[config.mk]
export PLATFORM = sky130hd
export DESIGN_NAME = arm_front
export DESIGN_NICKNAME = d
export VERILOG_FILES = /design/src/rtl/arm_pkg.sv /design/src/rtl/arm_front.sv
export SDC_FILE = /design/constraint.sdc
export NUM_CORES = 2
export LEC_CHECK = 0
export ABC_AREA = 0
export ABC_CLOCK_PERIOD_IN_PS = 9550
export BUFFER_PORTS_ARGS = -buffer_cell sky130_fd_sc_hd__buf_4
export CORE_AREA = 2 2 363 365
export CTS_CLUSTER_DIAMETER = 80
export CTS_CLUSTER_SIZE = 12
export DETAILED_ROUTE_END_ITERATION = 12
export DIE_AREA = 0 0 365 367
export GPL_TIMING_DRIVEN = 0
export PLACE_DENSITY_LB_ADDON = 0.2
export SETUP_SLACK_MARGIN = 0.5
export SLEW_MARGIN = 10
export SYNTH_ARGS = -nofsm -noshare
export SYNTH_HDL_FRONTEND = slang
export SYNTH_SLANG_ARGS = --single-unit
[constraint.sdc]
create_clock -name i_clk -period 9.55 [get_ports i_clk]
set_input_delay 1.91 -clock i_clk [delete_from_list [all_inputs] [get_ports i_clk]]
set_output_delay 1.91 -clock i_clk [all_outputs]
set_load 0.1 [all_outputs]
[src/rtl/arm_pkg.sv]
// Shared types, codes and constants for the axis rotation matrix block.
package arm_pkg;

    // Entry format: signed Q1.(ENTRY_WIDTH-2).
    localparam int ENTRY_WIDTH = 16;
    localparam int FRAC_BITS   = ENTRY_WIDTH - 2;
    localparam int MAG_W       = ENTRY_WIDTH - 1;
    localparam int ROUND_SHIFT = 32 - FRAC_BITS;

    // Angle input: degrees with 8 fractional bits, so a full turn is 360 * 256 units.
    localparam int ANGLE_W       = 24;
    localparam int TURN_LOW_BITS = 11;
    localparam int TURN_ODD      = 45;
    localparam int FULL_TURN     = TURN_ODD << TURN_LOW_BITS;
    localparam int QUARTER_TURN  = FULL_TURN / 4;
    localparam int EIGHTH_TURN   = FULL_TURN / 8;
    // Offset that the sign-bit flip adds, taken modulo a full turn.
    localparam int TURN_BIAS     = (1 << (ANGLE_W - 1)) % FULL_TURN;

    // Reciprocal of the odd factor of a full turn, exact for all high parts.
    localparam int HIGH_W          = ANGLE_W - TURN_LOW_BITS;
    localparam int ODD_RECIP_SHIFT = 19;
    localparam int ODD_RECIP       = ((1 << ODD_RECIP_SHIFT) + TURN_ODD - 1) / TURN_ODD;
    localparam int ODD_RECIP_W     = 14;
    localparam int PROD1_W         = HIGH_W + ODD_RECIP_W;
    localparam int QUOT_W          = PROD1_W - ODD_RECIP_SHIFT;
    localparam int REM_W           = 6;
    localparam int TURN_W          = REM_W + TURN_LOW_BITS;
    localparam int FRAC_W          = 15;
    localparam int OCT_W           = 14;

    // One angle unit in radians, Q0.32.
    localparam int RAD_PER_UNIT = 292818;
    localparam int RAD_W        = 19;

    localparam logic [32:0] ONE_Q32 = 33'h1_0000_0000;

    // Horner steps; each divides by a constant through an exact reciprocal.
    localparam int NUM_STEPS = 4;
    localparam int STEP_W    = 2;

    // Sine divisors 72, 42, 20, 6.
    localparam logic [32:0] SIN_RECIP [NUM_STEPS] = '{
        33'(((65'd1 << 39) + 65'd71) / 65'd72),
        33'(((65'd1 << 38) + 65'd41) / 65'd42),
        33'(((65'd1 << 37) + 65'd19) / 65'd20),
        33'(((65'd1 << 35) + 65'd5) / 65'd6)
    };
    localparam logic [5:0] SIN_SHIFT [NUM_STEPS] = '{6'd39, 6'd38, 6'd37, 6'd35};

    // Cosine divisors 90, 56, 30, 12.
    localparam logic [32:0] COS_RECIP [NUM_STEPS] = '{
        33'(((65'd1 << 39) + 65'd89) / 65'd90),
        33'(((65'd1 << 38) + 65'd55) / 65'd56),
        33'(((65'd1 << 37) + 65'd29) / 65'd30),
        33'(((65'd1 << 36) + 65'd11) / 65'd12)
    };
    localparam logic [5:0] COS_SHIFT [NUM_STEPS] = '{6'd39, 6'd38, 6'd37, 6'd36};

    typedef enum logic [1:0] {
        AXIS_X   = 2'd0,
        AXIS_Y   = 2'd1,
        AXIS_Z   = 2'd2,
        AXIS_BAD = 2'd3
    } t_axis;

    typedef enum logic [1:0] {
        QUAD_0 = 2'd0,
        QUAD_1 = 2'd1,
        QUAD_2 = 2'd2,
        QUAD_3 = 2'd3
    } t_quad;

    typedef logic signed [ENTRY_WIDTH-1:0] t_entry;
    typedef logic [MAG_W-1:0] t_mag;

    typedef struct packed {
        logic signed [ANGLE_W-1:0] angle_deg;
        t_axis                     axis;
    } t_in_item;

    typedef struct packed {
        t_entry m00;
        t_entry m01;
        t_entry m02;
        t_entry m10;
        t_entry m11;
        t_entry m12;
        t_entry m20;
        t_entry m21;
        t_entry m22;
        logic   bad_axis;
    } t_out_item;

    // Work carried along the polynomial chain.
    typedef struct packed {
        t_axis       axis;
        t_quad       quad;
        logic        swap;
        logic [31:0] x;
        logic [31:0] x2;
        logic [32:0] ts;
        logic [32:0] tc;
    } t_lane;

endpackage

[src/rtl/arm_front.sv]
// Angle reduction: wrap to one turn, fold to an octant, scale to radians, square.
module arm_front (
    input  logic              i_clk,
    input  logic              i_rst_n,
    input  logic              i_vld,
    output logic              o_rdy,
    input  arm_pkg::t_in_item i_item,
    output logic              o_vld,
    input  logic              i_rdy,
    output arm_pkg::t_lane    o_lane
);
    import arm_pkg::*;

    localparam int NS = 5;

    logic [NS-1:0] r_vld;
    logic [NS:0]   stage_rdy;
    logic [NS-1:0] vld_in;

    // Stage registers.
    logic [HIGH_W-1:0]        r1_hi;
    logic [TURN_LOW_BITS-1:0] r1_lo;
    logic [QUOT_W-1:0]        r1_quot;
    t_axis                    r1_axis;
    logic [TURN_W-1:0]        r2_turn;
    t_axis                    r2_axis;
    logic [OCT_W-1:0]         r3_g;
    t_quad                    r3_quad;
    logic                     r3_swap;
    t_axis                    r3_axis;
    logic [31:0]              r4_x;
    t_quad                    r4_quad;
    logic                     r4_swap;
    t_axis                    r4_axis;
    t_lane                    r5_lane;

    // Next values.
    logic [ANGLE_W-1:0]    n_biased;
    logic [PROD1_W-1:0]    n_prod1;
    logic [HIGH_W-1:0]     n_rem_full;
    logic [TURN_W-1:0]     n_turn_raw;
    logic [TURN_W-1:0]     n_turn;
    logic [FRAC_W-1:0]     n_frac;
    t_quad                 n_quad;
    logic [OCT_W-1:0]      n_g;
    logic                  n_swap;
    logic [OCT_W+RAD_W-1:0] n_prod4;
    logic [63:0]           n_prod5;

    // Per-stage load enables: a stage loads when empty or when its successor moves.
    always_comb begin
        stage_rdy[NS] = i_rdy;
        for (int k = NS - 1; k >= 0; k--) begin
            stage_rdy[k] = !r_vld[k] || stage_rdy[k+1];
        end
    end

    assign vld_in = {r_vld[NS-2:0], i_vld};
    assign o_rdy  = stage_rdy[0];
    assign o_vld  = r_vld[NS-1];
    assign o_lane = r5_lane;

    always_ff @(posedge i_clk) begin
        if (!i_rst_n) begin
            r_vld <= '0;
        end else begin
            for (int k = 0; k < NS; k++) begin
                if (stage_rdy[k]) begin
                    r_vld[k] <= vld_in[k];
                end
            end
        end
    end

    // Stage 1: flip the sign bit and estimate the high part divided by the odd factor.
    always_comb begin
        n_biased = {~i_item.angle_deg[ANGLE_W-1], i_item.angle_deg[ANGLE_W-2:0]};
        n_prod1  = PROD1_W'(n_biased[ANGLE_W-1:TURN_LOW_BITS]) * PROD1_W'(ODD_RECIP);
    end

    // Stage 2: remainder of a full turn, then remove the bias of the sign flip.
    always_comb begin
        n_rem_full = r1_hi - HIGH_W'(HIGH_W'(r1_quot) * HIGH_W'(TURN_ODD));
        n_turn_raw = {n_rem_full[REM_W-1:0], r1_lo};
        if (n_turn_raw >= TURN_W'(TURN_BIAS)) begin
            n_turn = n_turn_raw - TURN_W'(TURN_BIAS);
        end else begin
            n_turn = n_turn_raw + TURN_W'(FULL_TURN - TURN_BIAS);
        end
    end

    // Stage 3: quadrant, offset within it, and fold of the upper octant.
    always_comb begin
        if (r2_turn < TURN_W'(QUARTER_TURN)) begin
            n_quad = QUAD_0;
            n_frac = FRAC_W'(r2_turn);
        end else if (r2_turn < TURN_W'(2 * QUARTER_TURN)) begin
            n_quad = QUAD_1;
            n_frac = FRAC_W'(r2_turn - TURN_W'(QUARTER_TURN));
        end else if (r2_turn < TURN_W'(3 * QUARTER_TURN)) begin
            n_quad = QUAD_2;
            n_frac = FRAC_W'(r2_turn - TURN_W'(2 * QUARTER_TURN));
        end else begin
            n_quad = QUAD_3;
            n_frac = FRAC_W'(r2_turn - TURN_W'(3 * QUARTER_TURN));
        end
        if (n_frac > FRAC_W'(EIGHTH_TURN)) begin
            n_swap = 1'b1;
            n_g    = OCT_W'(FRAC_W'(QUARTER_TURN) - n_frac);
        end else begin
            n_swap = 1'b0;
            n_g    = OCT_W'(n_frac);
        end
    end

    // Stages 4 and 5: radians in Q0.32 and their square.
    always_comb begin
        n_prod4 = (OCT_W+RAD_W)'(r3_g) * (OCT_W+RAD_W)'(RAD_PER_UNIT);
        n_prod5 = {32'd0, r4_x} * {32'd0, r4_x};
    end

    always_ff @(posedge i_clk) begin
        if (stage_rdy[0]) begin
            r1_hi   <= n_biased[ANGLE_W-1:TURN_LOW_BITS];
            r1_lo   <= n_biased[TURN_LOW_BITS-1:0];
            r1_quot <= n_prod1[PROD1_W-1:ODD_RECIP_SHIFT];
            r1_axis <= i_item.axis;
        end
        if (stage_rdy[1]) begin
            r2_turn <= n_turn;
            r2_axis <= r1_axis;
        end
        if (stage_rdy[2]) begin
            r3_g    <= n_g;
            r3_quad <= n_quad;
            r3_swap <= n_swap;
            r3_axis <= r2_axis;
        end
        if (stage_rdy[3]) begin
            r4_x    <= n_prod4[31:0];
            r4_quad <= r3_quad;
            r4_swap <= r3_swap;
            r4_axis <= r3_axis;
        end
        if (stage_rdy[4]) begin
            r5_lane.axis <= r4_axis;
            r5_lane.quad <= r4_quad;
            r5_lane.swap <= r4_swap;
            r5_lane.x    <= r4_x;
            r5_lane.x2   <= n_prod5[63:32];
            r5_lane.ts   <= ONE_Q32;
            r5_lane.tc   <= ONE_Q32;
        end
    end

endmodule

Word level (Yosys, flattened, before mapping)
Index checks and enable logic that the tools add are counted.
W data, S select, Z words.
{"block": "classes", "n_addsub": 7, "mul": 4, "order_cmp": 5, "mux": 8, "bitwise": 1, "reduce_logical": 11}
{"operator": "$mul A31 B31 Y62", "n": 1}
{"operator": "$mux W15", "n": 3}
{"operator": "$mul A14 B18 Y31 const B", "n": 1}
{"operator": "$mul A13 B14 Y27 const B", "n": 1}
{"operator": "$add A17 B17 Y17 const B", "n": 1}
{"operator": "$ge A17 B12 Y1 const B", "n": 1}
{"operator": "$lt A17 B15 Y1 const B", "n": 1}
{"operator": "$lt A17 B16 Y1 const B", "n": 1}
{"operator": "$lt A17 B17 Y1 const B", "n": 1}
{"operator": "$mux W17", "n": 1}
{"operator": "$sub A17 B12 Y17 const B", "n": 1}
{"operator": "$gt A15 B14 Y1 const B", "n": 1}
{"operator": "$sub A15 B12 Y15 const B", "n": 1}
{"operator": "$sub A15 B14 Y15 const B", "n": 1}
{"operator": "$sub A15 B15 Y15 const B", "n": 1}
{"operator": "$mux W14", "n": 1}
{"operator": "$sub A13 B14 Y14 const A", "n": 1}
{"operator": "$mul A8 B6 Y6 const B", "n": 1}
{"operator": "$sub A6 B6 Y6", "n": 1}
{"operator": "$logic_not A1 Y1", "n": 5}
{"operator": "$logic_or A1 B1 Y1", "n": 5}
{"operator": "$mux W1", "n": 3}
{"operator": "$reduce_or A2 Y1", "n": 1}
{"operator": "$not A1 Y1", "n": 1}
{"block": "word_totals", "ff_bits": 174, "in_bits": 30, "output_inout_bits": 137, "wordCells": 61}

Longest topological paths before layout
{"block": "logic_depth", "word_depth": 6, "depth_mapped": 31, "ltp_nobuf": 29}

Worst setup path before layout
Ideal clock, no wire load.
{"block": "synth_timing", "kind": "register to register", "start": "register r4_x[28]", "end": "register r5_lane (netlist bit o_lane[91]), data pin", "setup_time_ps": 263, "arrival_ps": 7075, "required_ps": 9287, "setup_slack_ps": 2212, "stages_incl_launch_ff": 27, "path_buffers": 2, "period_less_slack_ps": 7338, "cell_sequence": "edfxtp_1 > clkbuf_1 > clkbuf_1 > nand2_1 > fa_1 > inv_1 > fa_1 > fa_1 > inv_1 > fa_1 > inv_1 > fa_1 > fa_1 > fa_1 > inv_1 > fa_1 > inv_1 > ha_1 > a21o_1 > a21o_1 > a21oi_1 > o22ai_1 > or4_1 > o21ai_1 > a21bo_2 > o21bai_1 > xor2_1"}
{"block": "synth_between", "elab_chain_len": 1}
{"element": "start: declaration", "line_no": "arm_front.sv:31", "text": "logic [31:0] r4_x;"}
{"element": "start signal: assignment", "line_no": "arm_front.sv:140", "text": "r4_x <= n_prod4[31:0];"}
{"element": "$mul A31 B31 Y62", "line_no": "arm_front.sv:119", "text": "n_prod5 = {32'd0, r4_x} * {32'd0, r4_x};"}
{"element": "via n_prod5[57]", "line_no": "arm_front.sv:48", "text": "logic [63:0] n_prod5;"}
{"element": "end: declaration", "line_no": "arm_front.sv:35", "text": "t_lane r5_lane;"}
The timed path passes the listed nets, and every way through them passes these cells.
A chain may end at the register's enable or synchronous reset.

Worst setup path in the final report
{"block": "layout_timing", "start": "register r4_x[14]", "end": "register r5_lane (netlist bit o_lane[94]), data pin"}
The elaborated chain is that of the path after synthesis.

==> impl_results.md <==
* Reg2Reg Depth at 25
* Buffers on Ports at 99
* Clock buffer count from CTS at 17
* Storage cell area at 0.00511 mm²
* Gate Count Post-Synth at 3927
* Clock buffer depth at 2
* First-pass DRT Iterations at 5
* Crit Path Category: reg -> reg
* Synthesized area at 0.0401 mm²
* Main flop type after synthesis: edfxtp_1
* Worst-margin pin slew at between 1 and 1.5 ns
* Vias in the first global route at approximately 28000
* Die W at 365 µm
* Vert. Die Dim at roughly 370 µm
* TritonCTS Sinks at roughly 170
* WP data arrival at ~9.2 ns
* Setup ws final at a little over 0.6 ns
* Hold Path Cell Cnt at 0
* XOR/XNOR Fraction of Synth Area at 2.66%
* Root buffer cell: clkbuf_16
* Dominant cell type by area after synthesis: fa_1
* Fmax at roughly 110 MHz
* Wire length per cell at approximately 20 µm
* Final Util at between 30% and 40%
* IO Count at around 170
* Synth warn at 0
* Final Max Slew Viols at 0
* Clk slew on worst S/H paths at about 0.090 ns
* Post-Synth Adder-Cell Area at between 50% and 60%
* Diodes inserted at 0
* Wirelength, routed at between 100 and 150 mm
* P&R area growth vs syn at 10.2%
* Hold Path Class: reg -> reg
* Cell area after placement at 0.0434 mm²
* Post-synth cell types at 73
* Async set-reset flop share out of synthesis at 0%
* Mux cell area share after synthesis at 0.128%
* Total number of vias at 26018
* CTS tree: done
* Pre-CTS setup slack at -0.750 ns
* Core Rows at about 130
* RSZ-0062 raised after global routing: no
* Initial antenna violation count at 7
* Layout cells sized above 1 at 7.56%
* Final hold violation count at 0
* Top post-synthesis cells by area: fa_1 44%, ha_1 15%, edfxtp_1 12%
* Synth Register Bits at 172
* Final setup skew at 0.0313 ns
* Post-Route Setup TNS at 0 ns
* Post-DR vias/cell at ~4.4
* Most common cell after layout, fill and taps aside: inv_1
* First-pass GRT wire length at roughly 170 mm
* Fin crit period at 8.93 ns
* Slew HR at 16.1%
* Gr ovfl total at 0
* H-tree level count at 4
* All-Layer GR Usage at between 10% and 20%
* Status: completed
* Post-DRT Antenna Nets at 0
* DRT iter0 DRCs at approximately 1600
* Design area at about 0.044 mm²
* Post-synth EDFFs at 167
* Latest clock arrival within the worst-skew pair at ~0.54 ns
* Share of the synthesized area in the top cell type at 43.6%
* Largest family of logic cells by synthesized area: adder cells
* Fill count at around 14000
* Max-capacitance violation count at 0
* Routability Congestion at about 0.93
* Most frequent cells in the layout: 1151 x inv_1, 874 x fa_1, 483 x ha_1
* Final #Nets at roughly 5500
* Core area at between 0.1 and 0.15 mm²
* DRC Markers at 0
* Final setup vio count at 0
* Fin crit share at ~94%
* Worst setup SP type: flip-flop
* Worst r2r src: r4_x[14]
* Starting Density at between 30% and 40%
* Setup crit end kind: flip-flop
* Area taken by multi-input logic gates at 0.0301 mm²
* Die area at approximately 0.13 mm²
* Post-synthesis compound-gate area fraction at 4.53%
* Register-to-Register Setup Slack at 0.62 ns
* Synth Area in Simple Gates at under 10%
* Syn avg cell area at between 10 and 15 µm²
* Hold worst-path end: r4_axis[1]
* Largest net degree at the start of global routing at 37
* Hold path start: r3_axis[1]
* Critical path fanouts, max at 10
* Worst path required time at approximately 10 ns
* Reg2Reg Capture Point: o_lane[94]
* Final HPWL DP at roughly 96 mm
* Sequential element share of the synthesized area at ~13%
-- logic make-up after synthesis --
group	count (synthesis)
AOI/OAI and AO/OA	266
adders and majority gates	1357
other	2
xor gates and xnor gates	121
muxes	5
DFF	172
buffers and inverters	1315
and+or+nand+nor	689
-- cells in the mapped netlist, types with 20 or more instances --
cell type,instances
fa_1,874
o21ai_1,20
nand2_1,304
xor2_1,40
and2_1,189
a21oi_1,77
nor2_1,78
inv_1,1152
buf_4,69
a21o_1,63
edfxtp_1,167
clkbuf_1,90
xnor2_1,80
ha_1,483
-- registers in the layout, summed over array words and instances, names as in the netlist, 5 cells and up --
signal,flops
o_lane,68
r3_g,14
r4_x,31
r1_lo,11
r1_hi,6
r_vld,5
r1_quot,6
r2_turn,17
-- cell type report --
type                    count  area share (%)
plain buffers             161            2.16
clock buffers              17           0.962
clock inverters            15           0.486
inverters                1154            9.80
multi-input cells        2505            68.0
flip-flops and latches    172            11.6
well taps                1755            4.96
repair buffers            115            2.02
-- per-stage QoR --
| stage | instances | hold slack [ns] |
|---|---|---|
| 2_1_floorplan | 3992 | 0.400 |
| 4_1_cts | 5890 | 0.422 |
| 5_1_grt | 5894 | 0.435 |
| 3_5_place_dp | 5848 | 0.411 |
| 3_3_place_gp | 5846 | 0.403 |
| 6_report | 5894 | 0.421 |
-- per-layer routing --
metal,vias up,global-route usage [%],wire length (µm),part of all wire (%)
met4,0,6.51,4350,3.8
met5,-,0,0,0
met2,635,29.0,55000,48
met1,13260,23.1,49100,43
met3,137,3.84,7000,6.1
li1,11986,-,-,-
-- how the worst max path moves through the flow --
| stage | startpoint | endpoint | slack (ns) |
|---|---|---|---|
| after floorplan | r4_x[28] | o_lane[91] | 2.21 |
| after global placement | r4_x[5] | o_lane[96] | -0.81 |
| after detailed placement | r4_x[5] | o_lane[96] | -0.75 |
| after CTS | r4_x[15] | o_lane[94] | 0.55 |
| after global routing | r4_x[18] | o_lane[96] | 0.51 |
| final | r4_x[14] | o_lane[94] | 0.62 |
-- worst max-delay path, cell delays in order (launching register included) --
cell	delay, ns
edfxtp_1	0.52
buf_4	0.18
clkbuf_1	0.85
nand2_1	0.25
inv_1	0.14
fa_1	0.42
fa_1	0.51
inv_1	0.05
fa_1	0.41
fa_1	0.54
fa_1	0.56
inv_1	0.05
fa_1	0.49
fa_1	0.42
fa_1	0.51
ha_1	0.40
nand4_1	0.17
nor2_1	0.17
nand2_1	0.09
a211oi_2	0.56
o2111a_2	0.39
o211ai_2	0.21
and3_4	0.27
o31ai_4	0.24
a21oi_1	0.11
xnor2_1	0.13
-- what timing repair did --
item / in CTS / in global routing
buffers inserted: 10 / 4
resized for setup: 56 / 40
endpoints found under the setup margin: 30 / 13
hold endpoints to repair: 0 / 0
hold buffers: 0 / 0
Power is left out: the tool's default activity adds up to more than one toggle a clock period on the data nets, which glitch-free logic cannot reach.
